[config.mk]
export PLATFORM = sky130hd
export DESIGN_NAME = grw_divider
export DESIGN_NICKNAME = d
export VERILOG_FILES = /design/src/rtl/grw_pkg.sv /design/src/rtl/grw_divider.sv
export SDC_FILE = /design/constraint.sdc
export NUM_CORES = 1
export LEC_CHECK = 0
export ABC_AREA = 1
export ABC_CLOCK_PERIOD_IN_PS = 2260
export BUFFER_PORTS_ARGS = -buffer_cell sky130_fd_sc_hd__buf_4
export CORE_ASPECT_RATIO = 1.2
export CORE_MARGIN = 2
export CORE_UTILIZATION = 51
export DETAILED_ROUTE_END_ITERATION = 16
export PLACE_DENSITY_LB_ADDON = 0.2
export SETUP_SLACK_MARGIN = 0.3
export SYNTH_ARGS = -nofsm -noshare
export SYNTH_HDL_FRONTEND = slang
export SYNTH_SLANG_ARGS = --single-unit
[constraint.sdc]
create_clock -name clk -period 2.26 [get_ports clk]
set_clock_uncertainty 0.2 [all_clocks]
set_input_delay 0.113 -clock clk [delete_from_list [all_inputs] [get_ports clk]]
set_output_delay 0.113 -clock clk [all_outputs]
set_load 0.005 [all_outputs]
[src/rtl/grw_pkg.sv]
// ----------------------------------------------------------------------------
// grw_pkg
// Types, constants and the sine table shared by the grid ray wall finder.
// ----------------------------------------------------------------------------
package grw_pkg;

    localparam int MAP_BITS   = 6;
    localparam int CELL_AW    = 2 * MAP_BITS;
    localparam int MAP_CELLS  = 1 << CELL_AW;
    localparam int ANGLE_BITS = 12;
    localparam int PHASE_BITS = 16;
    localparam int TRIG_BITS  = 15;
    localparam int DELTA_BITS = 31;
    localparam int DIST_BITS  = 40;
    localparam int CS_BITS    = 11;
    localparam int STEP_BITS  = 8;
    localparam int DPX_BITS   = 24;
    localparam int WPX_BITS   = 16;
    localparam int PROD_BITS  = DIST_BITS + CS_BITS;

    localparam logic KIND_WRITE = 1'b0;
    localparam logic KIND_CAST  = 1'b1;

    typedef enum logic [0:0] {
        REG_CELL_PX   = 1'b0,
        REG_MAX_STEPS = 1'b1
    } reg_idx_t;

    typedef struct packed {
        logic                  kind;
        logic [MAP_BITS-1:0]   cell_x;
        logic [MAP_BITS-1:0]   cell_y;
        logic                  cell_is_wall;
        logic [15:0]           start_x;
        logic [15:0]           start_y;
        logic [ANGLE_BITS-1:0] heading;
    } item_t;

    typedef struct packed {
        logic  valid;
        item_t item;
    } head_t;

    typedef struct packed {
        logic                  busy;
        logic                  done;
        logic [DELTA_BITS-1:0] quotient;
    } div_stat_t;

    typedef struct packed {
        logic                hit;
        logic                side;
        logic [MAP_BITS-1:0] hit_cell_x;
        logic [MAP_BITS-1:0] hit_cell_y;
        logic [DPX_BITS-1:0] distance_px;
        logic [WPX_BITS-1:0] wall_px_x;
        logic [WPX_BITS-1:0] wall_px_y;
    } result_t;

    typedef enum logic [3:0] {
        ST_CLEAR,
        ST_IDLE,
        ST_TRIG,
        ST_DIV,
        ST_FIRST,
        ST_STEP,
        ST_CHECK,
        ST_MUL_LO,
        ST_MUL_HI,
        ST_RESULT
    } back_state_t;

    // quarter-wave sine, Q1.14, 17 points
    function automatic logic [TRIG_BITS-1:0] quarter_entry(input logic [4:0] idx);
        logic [TRIG_BITS-1:0] v;
        unique case (idx)
            5'd0:    v = 15'd0;
            5'd1:    v = 15'd1606;
            5'd2:    v = 15'd3196;
            5'd3:    v = 15'd4756;
            5'd4:    v = 15'd6270;
            5'd5:    v = 15'd7723;
            5'd6:    v = 15'd9102;
            5'd7:    v = 15'd10394;
            5'd8:    v = 15'd11585;
            5'd9:    v = 15'd12665;
            5'd10:   v = 15'd13623;
            5'd11:   v = 15'd14449;
            5'd12:   v = 15'd15137;
            5'd13:   v = 15'd15679;
            5'd14:   v = 15'd16069;
            5'd15:   v = 15'd16305;
            5'd16:   v = 15'd16384;
            default: v = 15'd0;
        endcase
        return v;
    endfunction

    // magnitude of sine at a 16-bit phase; sign is phase[15]
    function automatic logic [TRIG_BITS-1:0] sine_mag(input logic [PHASE_BITS-1:0] phase);
        logic [TRIG_BITS-1:0] r;
        logic [4:0]           idx;
        logic [9:0]           f;
        logic [TRIG_BITS-1:0] base;
        logic [TRIG_BITS-1:0] nxt;
        logic [10:0]          diff;
        logic [20:0]          prod;
        logic [TRIG_BITS-1:0] res;
        r    = phase[14] ? (15'd16384 - {1'b0, phase[13:0]}) : {1'b0, phase[13:0]};
        idx  = r[14:10];
        f    = r[9:0];
        base = quarter_entry(idx);
        nxt  = quarter_entry(idx + 5'd1);
        diff = 11'(nxt - base);
        prod = 21'(diff * f) + 21'd512;
        if (idx == 5'd16)
        begin
            res = 15'd16384;
        end
        else
        begin
            res = base + 15'(prod[20:10]);
        end
        return res;
    endfunction

endpackage

[src/rtl/grw_divider.sv]
// ----------------------------------------------------------------------------
// grw_divider
// Restoring divider for 2^30 / divisor, one quotient bit per cycle.
// ----------------------------------------------------------------------------
module grw_divider
    import grw_pkg::*;
(
    input  logic                 clk,
    input  logic                 rst_n,
    input  logic                 start,
    input  logic [TRIG_BITS-1:0] divisor,
    output div_stat_t            stat
);

    logic                  busy_reg;
    logic                  busy_next;
    logic                  done_reg;
    logic                  done_next;
    logic [4:0]            cnt_reg;
    logic [4:0]            cnt_next;
    logic [TRIG_BITS-1:0]  rem_reg;
    logic [TRIG_BITS-1:0]  rem_next;
    logic [TRIG_BITS-1:0]  div_reg;
    logic [TRIG_BITS-1:0]  div_next;
    logic [DELTA_BITS-1:0] quo_reg;
    logic [DELTA_BITS-1:0] quo_next;
    logic [TRIG_BITS:0]    trial;

    always_comb
    begin
        busy_next = busy_reg;
        done_next = 1'b0;
        cnt_next  = cnt_reg;
        rem_next  = rem_reg;
        div_next  = div_reg;
        quo_next  = quo_reg;
        // dividend has a single one at bit 30
        trial     = {rem_reg, (cnt_reg == 5'd30)};
        if (start)
        begin
            busy_next = 1'b1;
            cnt_next  = 5'd30;
            rem_next  = '0;
            div_next  = divisor;
            quo_next  = '0;
        end
        else if (busy_reg)
        begin
            if (trial >= {1'b0, div_reg})
            begin
                rem_next = TRIG_BITS'(trial - {1'b0, div_reg});
                quo_next = {quo_reg[DELTA_BITS-2:0], 1'b1};
            end
            else
            begin
                rem_next = TRIG_BITS'(trial);
                quo_next = {quo_reg[DELTA_BITS-2:0], 1'b0};
            end
            cnt_next = cnt_reg - 5'd1;
            if (cnt_reg == 5'd0)
            begin
                busy_next = 1'b0;
                done_next = 1'b1;
            end
        end
    end

    always_ff @(posedge clk or negedge rst_n)
    begin
        if (!rst_n)
        begin
            busy_reg <= 1'b0;
            done_reg <= 1'b0;
            cnt_reg  <= 5'd0;
        end
        else
        begin
            busy_reg <= busy_next;
            done_reg <= done_next;
            cnt_reg  <= cnt_next;
        end
    end

    always_ff @(posedge clk)
    begin
        rem_reg <= rem_next;
        div_reg <= div_next;
        quo_reg <= quo_next;
    end

    assign stat.busy     = busy_reg;
    assign stat.done     = done_reg;
    assign stat.quotient = quo_reg;

endmodule

==> results.md <==
- Transition time of the tightest slew-check pin: between 0.8 and 0.9 ns
- Crit end category: flop
- Number of nets in the finished design: between 500 and 600
- Storage cell area: around 1500 µm²
- # setup viols final: 16
- Synth area leaders: dfxtp_1, edfxtp_1, nand2_1
- FF-to-FF path depth: 16
- Worst-case headroom to the max-slew limit: 43.5%
- Utilization after layout: 72.6%
- Cells on Worst Hold Path: 2
- Die footprint: roughly 7500 µm²
- Number of H-tree levels: 3
- IO buf count: 50
- F_max: 0.406 GHz
- Max VDD drop: approximately 0.6 mV
- Flip-flop and latch count after synthesis: 68
- Commonest cells in the netlist: nand2_1, inv_1, dfxtp_1
- Number of antenna violations at the first check in global routing: 0
- Synthesized area divided by synthesized cell count: 7.60 µm²
- Data required time at the worst endpoint: 2.35 ns
- Number of flops mapped to enable cells by yosys: 15
- Largest net degree at the start of global routing: 30
- Warnings from Yosys: 0
- Final critical path time including I/O delays and setup: 2.46 ns
- TritonCTS clock tree: built
- Nature of the critical path startpoint: flop
- Antenna-violating nets left: 0
- Slowest library cell on the worst path: dfrtp_1
- DP HPWL: approximately 5700 µm
- RSZ-0062 raised after global routing: true
- Reg2Reg Launch Point: cnt_reg[0]$_DFFE_PN0P_
- Worst Hold Class: flop to flop
- Worst setup slack for register-to-register paths: -0.20 ns
- Number of filler instances in the final layout: approximately 520
- Clk_lat worst skew: approximately 0.35 ns
- Bufs and invs on worst path: 3
- Clock root buffer master: clkbuf_8
- Overall via count from detail_route: 3333
- Die extent in y: around 94 µm
- First-pass GRT wire length: about 15000 µm
- Total power after layout: about 0.0051 W
- Detailed Route WL: 8990 µm
- Register area share after synthesis: 44.6%
- Proportion of power drawn by the clock network: a little over a fifth
- Die Width: about 79 µm
- Outcome: complete, but fails checks
- Top flip-flop cell by instance count after synthesis: dfxtp_1
- Clock Sinks: 68
- Clock-pin slew reported for the worst setup and hold paths after clock tree synthesis: about 0.07 ns
- Pre-CTS setup slack: -0.246 ns
- CP arrival: 2.56 ns
- Layout Area Growth over Synthesis: 35.8%
- Critical hold path startpoint: quo_reg[30]$_SDFFE_PP0P_
- Area of the mapped netlist: around 3500 µm²
- Detailed Routing Iterations Pass 1: 5
- FP Rows: 32
- Total nets after synthesis: a little under 500
- Effective utilization at floorplan: roughly 53%
- Family with the most delay on the worst path: simple AND/OR/NAND/NOR gates
- Grt total ovfl: 0
- Synth area leader: dfxtp_1
- Placed cell area: roughly 4000 µm²
- Final total negative setup slack: -2.51 ns
- Final hold violation count: 0
- GP Congestion: roughly 0.95
- Period utilization: 109%
- Flip-flop count of the largest register after layout: 31
- Maximum clock path buffer count: 2
- Residual DRC: 0
- Cells after synthesis: 456
- Fin. max-slew vios: 0
- Standard cell core area: ~6500 µm²
- Routed wire per std cell: about 14 µm
- Vias/cell: ~5.2
- Number of violations reported at the end of detailed-routing iteration 0: roughly 240
- Antenna diodes: 0
- Fraction of final layout cells sized beyond drive strength 1: between 20% and 30%
- Crit path kind: flop to flop
- Slowest stage delay, CP: 0.37 ns
- Share of the synthesized area in the top cell type: between 20% and 30%
- Power density over the cells: between 1000 and 1500 nW/µm²
- Switching fraction of total power: about two fifths
- Via count of the first global-routing pass: between 3000 and 4000
- Proportion of register bits with asynchronous set or reset after synthesis: 10.3%
- Maximum capacitance violations: 0
- Leakage: between 2 and 2.5 nW
- Area of combinational cells with multiple inputs: 1670 µm²
- Cell with the most instances on the worst path: inv_2
- Inserted Clock Buffers: 9
- Most frequent cell after synthesis: nand2_1
- CP Cell Sequence: inv_2 > ha_4 > nand4_1 > ha_2 > fa_2 > inv_2 > nand2_4 > nand2_4 > nand3_4 > nand3_4 > nand2_8 > nand2_8 > inv_2 > nand2_1 > nand3_1 > nand2_1
- Net switching power: around 0.0021 W
- Distinct cells, synth: 36
- Worst R2R End: rem_reg[0]$_SDFFE_PP0P_
- Number of primary I/O pins: 51
- Power share of the combinational group: 48.0%
- Overall global routing resource usage: about 25%
- Reg power frac: between 30% and 40%
- Post-route cell area: around 4700 µm²
- Biggest fanout along the worst timing path: 6
- Final Worst Setup Slack: -0.204 ns
- Power Internal: slightly above 0.003 W
- Violated checks: setup timing
- Worst Hold Path EP: quo_reg[30]$_SDFFE_PP0P_
power groups by stage:
| stage | Combinational (W) | Clock [W] | Sequential [W] |
|---|---|---|---|
| 2_1_floorplan | 0.00147 | 0 | 0.00153 |
| 3_3_place_gp | 0.00184 | 0 | 0.00156 |
| 3_5_place_dp | 0.00187 | 0 | 0.00156 |
| 4_1_cts | 0.00226 | 0.00114 | 0.00154 |
| 5_1_grt | 0.00268 | 0.00119 | 0.00156 |
| 6_report | 0.00245 | 0.00112 | 0.00154 |
layer usage:
metal  routed length, µm  global-route usage [%]
met2                4370                    42.4
met5                   0                       0
met4                 342                    13.6
met3                 667                    7.50
met1                3610                    29.1
repair_timing:
| action | in CTS | in global routing |
|---|---|---|
| resized for setup | 13 | 9 |
| hold buffers | 18 | 0 |
| setup endpoints to repair | 16 | 32 |
| pin swaps | 6 | 8 |
| setup buffers | 15 | 1 |
| hold endpoints to repair | 39 | 0 |
| cloned | 4 | 0 |
stage by stage:
step / hold slack (ns) / instances
floorplan: -0.383 / 456
detailed placement: -0.270 / 593
global route: 0.270 / 647
CTS: 0.267 / 646
global placement: -0.271 / 593
finish: 0.269 / 647
logic make-up (layout without fill, tap and decap cells):
| kind of cell | count (synthesis) | after routing | share of synthesized area (%) |
|---|---|---|---|
| xor gates and xnor gates | 4 | 4 | 1.01 |
| and+or+nand+nor | 200 | 204 | 25.0 |
| adders and majority gates | 19 | 19 | 7.07 |
| buffers and inverters | 108 | 210 | 12.3 |
| AOI/OAI and AO/OA | 57 | 57 | 9.96 |
| DFF | 68 | 68 | 44.6 |
how the worst max path moves through the flow:
stage,from,endpoint,slack [ns],cells past startpoint
4_1_cts,cnt_reg[0]$_DFFE_PN0P_,rem_reg[0]$_SDFFE_PP0P_,-0.11,16
5_1_grt,cnt_reg[0]$_DFFE_PN0P_,rem_reg[0]$_SDFFE_PP0P_,-0.32,16
2_1_floorplan,cnt_reg[0]$_DFFE_PN0P_,rem_reg[10]$_SDFFE_PP0P_,-0.05,16
3_3_place_gp,cnt_reg[0]$_DFFE_PN0P_,rem_reg[11]$_SDFFE_PP0P_,-0.12,16
3_5_place_dp,cnt_reg[0]$_DFFE_PN0P_,rem_reg[10]$_SDFFE_PP0P_,-0.25,15
6_report,cnt_reg[0]$_DFFE_PN0P_,rem_reg[0]$_SDFFE_PP0P_,-0.20,16
cell type report:
type,count,area share [%]
Clock buffer,12,3.77
Multi-Input combinational cell,284,35.4
Timing Repair Buffer,100,17.2
Inverter,94,7.49
Tap cell,85,2.26
Clock inverter,4,1.12
Sequential cell,68,32.8
worst min-delay path, cell delays in order (launching register included):
cell     delay [ns]
dfxtp_1        0.33
nand2_1        0.05
o21ai_0        0.06
layout by cell type (no fill, tap or decap), types with 2 or more instances in the layout:
master           n
ha_1            16
o21ai_0          6
clkbuf_16        2
nand2_1        111
clkbuf_8         9
xnor2_1          3
inv_1           90
and2_1           2
nand3_4          2
o21ai_1          6
nand3b_1         3
buf_4           81
nand2_8          4
nand4_1          7
dlygate4sd3_1   18
o22ai_1         28
nand2_4          4
edfxtp_1        15
nor2_1          35
dfrtp_1          7
a21oi_1         11
nand3_1         22
dfxtp_1         46
nand3_2          6
clkinv_4         2
nand2_2          4
inv_2            4
o21a_1           2
Power figures use the tool's default switching activity.
