**src/rtl/grw_pkg.sv**
```systemverilog
// ----------------------------------------------------------------------------
// grw_pkg
// Types, constants and the sine table shared by the grid ray wall finder.
// ----------------------------------------------------------------------------
package grw_pkg;

    localparam int MAP_BITS   = 6;
    localparam int CELL_AW    = 2 * MAP_BITS;
    localparam int MAP_CELLS  = 1 << CELL_AW;
    localparam int ANGLE_BITS = 12;
    localparam int PHASE_BITS = 16;
    localparam int TRIG_BITS  = 15;
    localparam int DELTA_BITS = 31;
    localparam int DIST_BITS  = 40;
    localparam int CS_BITS    = 11;
    localparam int STEP_BITS  = 8;
    localparam int DPX_BITS   = 24;
    localparam int WPX_BITS   = 16;
    localparam int PROD_BITS  = DIST_BITS + CS_BITS;

    localparam logic KIND_WRITE = 1'b0;
    localparam logic KIND_CAST  = 1'b1;

    typedef enum logic [0:0] {
        REG_CELL_PX   = 1'b0,
        REG_MAX_STEPS = 1'b1
    } reg_idx_t;

    typedef struct packed {
        logic                  kind;
        logic [MAP_BITS-1:0]   cell_x;
        logic [MAP_BITS-1:0]   cell_y;
        logic                  cell_is_wall;
        logic [15:0]           start_x;
        logic [15:0]           start_y;
        logic [ANGLE_BITS-1:0] heading;
    } item_t;

    typedef struct packed {
        logic  valid;
        item_t item;
    } head_t;

    typedef struct packed {
        logic                  busy;
        logic                  done;
        logic [DELTA_BITS-1:0] quotient;
    } div_stat_t;

    typedef struct packed {
        logic                hit;
        logic                side;
        logic [MAP_BITS-1:0] hit_cell_x;
        logic [MAP_BITS-1:0] hit_cell_y;
        logic [DPX_BITS-1:0] distance_px;
        logic [WPX_BITS-1:0] wall_px_x;
        logic [WPX_BITS-1:0] wall_px_y;
    } result_t;

    typedef enum logic [3:0] {
        ST_CLEAR,
        ST_IDLE,
        ST_TRIG,
        ST_DIV,
        ST_FIRST,
        ST_STEP,
        ST_CHECK,
        ST_MUL_LO,
        ST_MUL_HI,
        ST_RESULT
    } back_state_t;

    // quarter-wave sine, Q1.14, 17 points
    function automatic logic [TRIG_BITS-1:0] quarter_entry(input logic [4:0] idx);
        logic [TRIG_BITS-1:0] v;
        unique case (idx)
            5'd0:    v = 15'd0;
            5'd1:    v = 15'd1606;
            5'd2:    v = 15'd3196;
            5'd3:    v = 15'd4756;
            5'd4:    v = 15'd6270;
            5'd5:    v = 15'd7723;
            5'd6:    v = 15'd9102;
            5'd7:    v = 15'd10394;
            5'd8:    v = 15'd11585;
            5'd9:    v = 15'd12665;
            5'd10:   v = 15'd13623;
            5'd11:   v = 15'd14449;
            5'd12:   v = 15'd15137;
            5'd13:   v = 15'd15679;
            5'd14:   v = 15'd16069;
            5'd15:   v = 15'd16305;
            5'd16:   v = 15'd16384;
            default: v = 15'd0;
        endcase
        return v;
    endfunction

    // magnitude of sine at a 16-bit phase; sign is phase[15]
    function automatic logic [TRIG_BITS-1:0] sine_mag(input logic [PHASE_BITS-1:0] phase);
        logic [TRIG_BITS-1:0] r;
        logic [4:0]           idx;
        logic [9:0]           f;
        logic [TRIG_BITS-1:0] base;
        logic [TRIG_BITS-1:0] nxt;
        logic [10:0]          diff;
        logic [20:0]          prod;
        logic [TRIG_BITS-1:0] res;
        r    = phase[14] ? (15'd16384 - {1'b0, phase[13:0]}) : {1'b0, phase[13:0]};
        idx  = r[14:10];
        f    = r[9:0];
        base = quarter_entry(idx);
        nxt  = quarter_entry(idx + 5'd1);
        diff = 11'(nxt - base);
        prod = 21'(diff * f) + 21'd512;
        if (idx == 5'd16)
        begin
            res = 15'd16384;
        end
        else
        begin
            res = base + 15'(prod[20:10]);
        end
        return res;
    endfunction

endpackage

```
**src/rtl/grw_front.sv**
```systemverilog
// ----------------------------------------------------------------------------
// grw_front
// Input side: accepts items into a two-entry queue ahead of the back end.
// ----------------------------------------------------------------------------
module grw_front
    import grw_pkg::*;
(
    input  logic  clk,
    input  logic  rst_n,
    input  logic  in_valid,
    output logic  in_stall,
    input  item_t in_item,
    input  logic  clearing,
    input  logic  pop,
    output head_t head
);

    item_t      q_reg [2];
    logic       wr_ptr_reg;
    logic       wr_ptr_next;
    logic       rd_ptr_reg;
    logic       rd_ptr_next;
    logic [1:0] count_reg;
    logic [1:0] count_next;
    logic       push;
    logic       do_pop;

    assign in_stall   = clearing || (count_reg == 2'd2);
    assign push       = in_valid && !in_stall;
    assign do_pop     = pop && (count_reg != 2'd0);
    assign head.valid = (count_reg != 2'd0);
    assign head.item  = q_reg[rd_ptr_reg];

    always_comb
    begin
        wr_ptr_next = push ? ~wr_ptr_reg : wr_ptr_reg;
        rd_ptr_next = do_pop ? ~rd_ptr_reg : rd_ptr_reg;
        count_next  = count_reg + 2'(push) - 2'(do_pop);
    end

    always_ff @(posedge clk or negedge rst_n)
    begin
        if (!rst_n)
        begin
            wr_ptr_reg <= 1'b0;
            rd_ptr_reg <= 1'b0;
            count_reg  <= 2'd0;
        end
        else
        begin
            wr_ptr_reg <= wr_ptr_next;
            rd_ptr_reg <= rd_ptr_next;
            count_reg  <= count_next;
        end
    end

    always_ff @(posedge clk)
    begin
        if (push)
        begin
            q_reg[wr_ptr_reg] <= in_item;
        end
    end

endmodule

```
**config.mk**
```make
export PLATFORM = sky130hd
export DESIGN_NAME = grw_front
export DESIGN_NICKNAME = d
export VERILOG_FILES = /design/src/rtl/grw_pkg.sv /design/src/rtl/grw_front.sv
export SDC_FILE = /design/constraint.sdc
export NUM_CORES = 1
export LEC_CHECK = 0
export ABC_AREA = 1
export BUFFER_PORTS_ARGS = -buffer_cell sky130_fd_sc_hd__buf_2
export CORE_ASPECT_RATIO = 0.7
export CORE_MARGIN = 2
export CORE_UTILIZATION = 52
export DETAILED_ROUTE_END_ITERATION = 10
export MAX_ROUTING_LAYER = met4
export PLACE_DENSITY = 0.88
export SLEW_MARGIN = 40
export SYNTH_ARGS = -nofsm -noshare
export SYNTH_HDL_FRONTEND = slang
export SYNTH_SLANG_ARGS = --single-unit
```
**constraint.sdc**
```tcl
create_clock -name clk -period 4.1 [get_ports clk]
set_input_delay 1.025 -clock clk [delete_from_list [all_inputs] [get_ports clk]]
set_output_delay 1.025 -clock clk [all_outputs]
set_load 0.03 [all_outputs]
```
==> impl_metrics.env, run 1 <==
export IMPL_via_per_inst=4.81
export IMPL_finalCriticalPeriod_ns=2.81
export IMPL_critPathArrivalTime_ns=1.79
export IMPL_drive_above_1_share_pct=32.4
export IMPL_final_setup_tns_ns=0
export IMPL_start_kind="flip-flop"
export IMPL_powerDensity_nw_per_um2=776
export IMPL_finalNonFillerCells=585
export IMPL_wire_per_inst_um=14.4
export IMPL_seq_area_frac_synth_pct=80.3
export IMPL_required_ns=3.07
export IMPL_ant_nets=0
export IMPL_area_growth_pct=28.1
export IMPL_hold_viol_final=0
export IMPL_start_util_pct=53.1
export IMPL_cts_inserted_buffers=17
export IMPL_dieArea_sq_um=9350
export IMPL_place_area_sq_um=5150
export IMPL_clockBufferDepth=2
export IMPL_peakVddDrop_uv=436
export IMPL_end_kind="output pin"
export IMPL_overflow=0
export IMPL_ys_warn_count=0
export IMPL_cts_setup_buffers=0
export IMPL_holdWs_ns=0.429
export IMPL_die_h_um=81.5
export IMPL_internal_power_mw=2.82
export IMPL_report_power_total_mw=4.44
export IMPL_drt_iter0_markers=236
export IMPL_grt_usage_pct=19.3
export IMPL_layout_commonest_cell="nand2_1"
export IMPL_critPathMaxFanout=59
export IMPL_wl_um=8400
export IMPL_p_switching_mw=1.62
export IMPL_place_congestion=0.783
export IMPL_syn_area_per_cell_sq_um=13.2
export IMPL_design_area_sq_um=5720
export IMPL_seqPwrFrac_pct=35.5
export IMPL_slew_viol_final=0
export IMPL_cts_tree="done"
export IMPL_synthesis_area_sq_um=4460
export IMPL_num_rows=28
export IMPL_h_tree_depth=4
export IMPL_finalCritPeriodShare_pct=68.6
export IMPL_crit_type="flip-flop to output pin"
export IMPL_tightest_slew_ns=0.779
export IMPL_cts_clk_slew_worst_paths_ns=0.05
export IMPL_pwr_share_clk_pct=31.8
export IMPL_post_dp_hpwl_um=5100
export IMPL_nets=533
export IMPL_cts_sinks=120
export IMPL_grt_antenna_before_repair=1
export IMPL_grt_pass1_vias=2689
export IMPL_yosys_cell_types_count=12
export IMPL_regArea_sq_um=3580
export IMPL_drtPass1Iterations=4
export IMPL_max_freq_ghz=0.355
export IMPL_synthCells=337
export IMPL_largest_reg_flops=116
export IMPL_switching_share_pct=36.5
export IMPL_vias=2815
export IMPL_synth_seq_cells=120
export IMPL_status="completed"
export IMPL_holdBufCountCts=0
export IMPL_grt_pass1_wl_um=12700
export IMPL_cts_root_buf="clkbuf_16"
export IMPL_ios=123
export IMPL_fin_ws_ns=1.29
export IMPL_drc=0
export IMPL_grt_max_degree=60
export IMPL_n_fill_cell=612
export IMPL_synth_nets=402
export IMPL_max_cap_viol_count=0
export IMPL_power_frac_comb_pct=32.7
export IMPL_numPortBuffers=122
export IMPL_core_sq_um=8410
export IMPL_dp_cells=554
export IMPL_finalSetupViolations=0
export IMPL_relSlewSlack_pct=48.1
export IMPL_clk_latency_ns=0.40
export IMPL_p_leak_nw=2.51
export IMPL_mostFrequentLayoutCells="nand2_1 (187), buf_2 (122), edfxtp_1 (116)"
export IMPL_hp_class="input port to async pin"
export IMPL_post_route_util_pct=68.0
export IMPL_rsz0062_at_grt="false"
export IMPL_multi_input_area_sq_um=759
export IMPL_dp_slack_ns=1.59
export IMPL_die_x_um=115
export IMPL_final_setup_skew_ns=0.00683
export IMPL_ctsResizeCount=0
==> worst paths after layout <==
kind                            slack (ns)              startpoint                endpoint  cells past startpoint
worst max-delay path                  1.29  rd_ptr_reg$_DFFE_PN0P_                head[53]                      4
worst min-delay path                  0.43                   rst_n  wr_ptr_reg$_DFFE_PN0N_                      1
worst max register to register        2.30  count_reg[0]$_DFF_PN0_  q_reg[1][57]$_DFFE_PP_                      5
worst min register to register        0.48  wr_ptr_reg$_DFFE_PN0N_  wr_ptr_reg$_DFFE_PN0N_                      2
max in group asynchronous             3.54                   rst_n  rd_ptr_reg$_DFFE_PN0P_                      1
min in group clk                      0.48  wr_ptr_reg$_DFFE_PN0N_  wr_ptr_reg$_DFFE_PN0N_                      2
==> kinds of logic after synthesis <==
family | share of synthesized area [%]
adder cells (fa/ha/maj) | 0.561
buffers and inverters | 2.83
flip-flops | 80.3
AND/OR/NAND/NOR | 16.3
==> synth_stat cells <==
| master | count | area, sq um |
|---|---|---|
| buf_2 | 8 | 40.0 |
| buf_4 | 2 | 15.0 |
| buf_6 | 3 | 33.8 |
| dfrtp_1 | 4 | 100 |
| edfxtp_1 | 116 | 3480 |
| ha_1 | 2 | 25.0 |
| inv_1 | 9 | 33.8 |
| inv_2 | 1 | 3.75 |
| nand2_1 | 187 | 702 |
| nand3_1 | 3 | 15.0 |
| nand4_1 | 1 | 6.26 |
| nor2_1 | 1 | 3.75 |
==> power groups by stage <==
stage	logic (mW)	clock network (mW)	registers, mW
4_1_cts	1.47	1.43	1.58
2_1_floorplan	1.09	0	1.59
3_5_place_dp	1.46	0	1.60
6_report	1.45	1.41	1.58
3_3_place_gp	1.44	0	1.59
5_1_grt	1.58	1.50	1.59
==> critical path, cell delays in order (launching register included) <==
cell     delay, ns
dfrtp_2       0.38
buf_4         0.49
nand2_1       0.16
nand2_1       0.13
buf_2         0.20
==> cell type report <==
class	instances	area share, %
repair buffers	125	11.1
clock inverters	11	2.32
flip-flops and latches	120	62.7
well taps	105	2.30
clock buffers	19	7.57
diodes	1	0.0438
multi-input cells	194	13.3
inverters	10	0.700
==> routing by layer <==
metal / wire length, um / global-route usage [%] / vias to the layer above
met5: 0 / - / -
met4: 102 / 7.35 / 0
met3: 607 / 7.75 / 13
met2: 4050 / 30.2 / 110
met1: 3640 / 23.1 / 1299
li1: - / - / 1393
No activity file was read; power rests on OpenSTA's default activity.
==> run 2: changes to the inputs <==
Settings changed: CORE_UTILIZATION 52 to 47, PLACE_DENSITY 0.88 to 0.85.
Clock period 4.1 ns to 2.3 ns, I/O delays scaled along.
==> impl_metrics.env, run 2 (synthesized netlist as in run 1, its figures left out) <==
export IMPL_cts_setup_buffers=0
export IMPL_end_kind="output pin"
export IMPL_layout_commonest_cell="nand2_1"
export IMPL_hp_class="input port to flip-flop"
export IMPL_drive_above_1_share_pct=31.3
export IMPL_max_cap_viol_count=0
export IMPL_max_freq_ghz=0.473
export IMPL_grt_pass1_wl_um=13600
export IMPL_cts_sinks=120
export IMPL_nets=537
export IMPL_required_ns=1.73
export IMPL_wl_um=8680
export IMPL_min_delay_path_depth=1
export IMPL_numPortBuffers=122
export IMPL_critPathArrivalTime_ns=1.54
export IMPL_start_util_pct=48.8
export IMPL_critPathMostFrequentCell="nand2_1"
export IMPL_relSlewSlack_pct=76.1
export IMPL_grt_max_degree=59
export IMPL_die_h_um=85.5
export IMPL_ios=123
export IMPL_crit_type="flip-flop to output pin"
export IMPL_cp_top_family="buffers and inverters"
export IMPL_cpMaxStageDelayCell="dfrtp_2"
export IMPL_h_tree_depth=4
export IMPL_cts_clk_slew_worst_paths_ns=0.05
export IMPL_num_rows=29
export IMPL_holdWs_ns=0.359
export IMPL_finalCriticalPeriod_ns=2.11
export IMPL_area_growth_pct=28.6
export IMPL_regToRegSetupSlack_ns=0.82
export IMPL_ant_nets=0
export IMPL_critical_path_cell_count=5
export IMPL_wire_per_inst_um=14.3
export IMPL_clk_latency_ns=0.40
export IMPL_endpoint="head[50]"
export IMPL_cp_cell_sequence="inv_2 -> buf_6 -> nand2_1 -> nand2_1 -> buf_2"
export IMPL_crit_path_max_incr_delay_ns=0.41
export IMPL_grt_antenna_before_repair=0
export IMPL_reg2reg_depth=4
export IMPL_p_leak_nw=2.50
export IMPL_cts_tree="done"
export IMPL_slew_viol_final=0
export IMPL_cts_inserted_buffers=17
export IMPL_regArea_sq_um=3580
export IMPL_powerDensity_nw_per_um2=1340
export IMPL_startpoint="rd_ptr_reg$_DFFE_PN0P_"
export IMPL_tightest_slew_ns=0.358
export IMPL_finalCritPeriodShare_pct=91.9
export IMPL_vias=2869
export IMPL_n_fill_cell=721
export IMPL_rsz0062_at_grt="false"
export IMPL_die_x_um=120
export IMPL_diodes=0
export IMPL_cts_root_buf="clkbuf_16"
export IMPL_place_congestion=0.814
export IMPL_finalSetupViolations=0
export IMPL_critPathBufInv=3
export IMPL_drtPass1Iterations=4
export IMPL_clockBufferDepth=2
export IMPL_critPathMaxFanout=35
export IMPL_r2r_end="q_reg[1][49]$_DFFE_PP_"
export IMPL_core_sq_um=9140
export IMPL_drc=0
export IMPL_dieArea_sq_um=10300
export IMPL_grt_usage_pct=18.7
export IMPL_start_kind="flip-flop"
export IMPL_hold_viol_final=0
export IMPL_final_setup_tns_ns=0
export IMPL_crit_reg2reg_launch="count_reg[1]$_DFF_PN0_"
export IMPL_status="completed"
export IMPL_multi_input_area_sq_um=759
export IMPL_via_per_inst=4.73
export IMPL_post_dp_hpwl_um=5560
export IMPL_peakVddDrop_uv=864
export IMPL_mostFrequentLayoutCells="nand2_1 (187), buf_2 (122), edfxtp_1 (116)"
export IMPL_drt_iter0_markers=167
export IMPL_final_setup_skew_ns=0.00555
export IMPL_grt_pass1_vias=2863
export IMPL_overflow=0
export IMPL_largest_reg_flops=116
run 2: changes by cell type in the layout (fill, tap and decap cells not counted):
cell,before,now
diode_2,1,0
clkbuf_1,2,5
clkinv_1,2,6
bufinv_16,3,1
buf_6,0,1
inv_4,1,0
dlygate4sd3_1,0,1
clkinvlp_4,2,1
clkinv_2,4,1
buf_12,0,2
run 2: repair_timing:
item                       4_1_cts  5_1_grt
hold endpoints to repair         4        0
hold buffers                     1        0
setup endpoints to repair        0        5
resized for setup                0        1
run 2: final cells by class:
type / instances / share of cell area, %
tap: 124 / 2.70
timing repair buffer: 129 / 12.1
sequential: 120 / 62.5
clock inverter: 8 / 1.00
multi-input combinational: 194 / 13.2
inverter: 10 / 0.720
clock buffer: 22 / 7.74
run 2: worst min-delay path by stage:
stage,from,endpoint,slack (ns)
CTS,in_item[44],q_reg[1][44]$_DFFE_PP_,0.35
detailed placement,rst_n,count_reg[0]$_DFF_PN0_,0.39
global route,in_item[17],q_reg[1][17]$_DFFE_PP_,0.34
floorplan,rst_n,count_reg[0]$_DFF_PN0_,0.28
global placement,rst_n,count_reg[0]$_DFF_PN0_,0.38
finish,in_item[44],q_reg[0][44]$_DFFE_PP_,0.36
run 2: metrics by stage:
stage | cell area, sq um | setup slack, ns | util (%) | std cells | power [mW]
CTS | 5730 | 0.0745 | 62.7 | 607 | 7.78
global placement | 5220 | 0.525 | 57.1 | 576 | 5.46
floorplan | 4470 | 0.205 | - | 337 | 4.77
detailed placement | 5220 | 0.513 | 57.1 | 576 | 5.51
global route | 5740 | 0.0745 | 62.7 | 607 | 8.12
finish | 5740 | 0.187 | 62.7 | 607 | 7.70
run 2: power by group:
part           internal [mW]  switching, mW  total [mW]  leakage, nW
clock                   1.44          0.807        2.25        0.243
sequential              2.73         0.0781        2.81         1.11
combinational          0.667           1.98        2.65         1.15
run 2: metal layers:
layer / part of all wire (%) / track usage [%] / wire [um] / vias up
met4: 1.3 / 7.82 / 115 / 0
met1: 42 / 21.3 / 3630 / 1345
met2: 48 / 29.9 / 4190 / 108
met5: 0 / - / 0 / -
li1: - / - / - / 1404
met3: 8.5 / 7.31 / 735 / 12
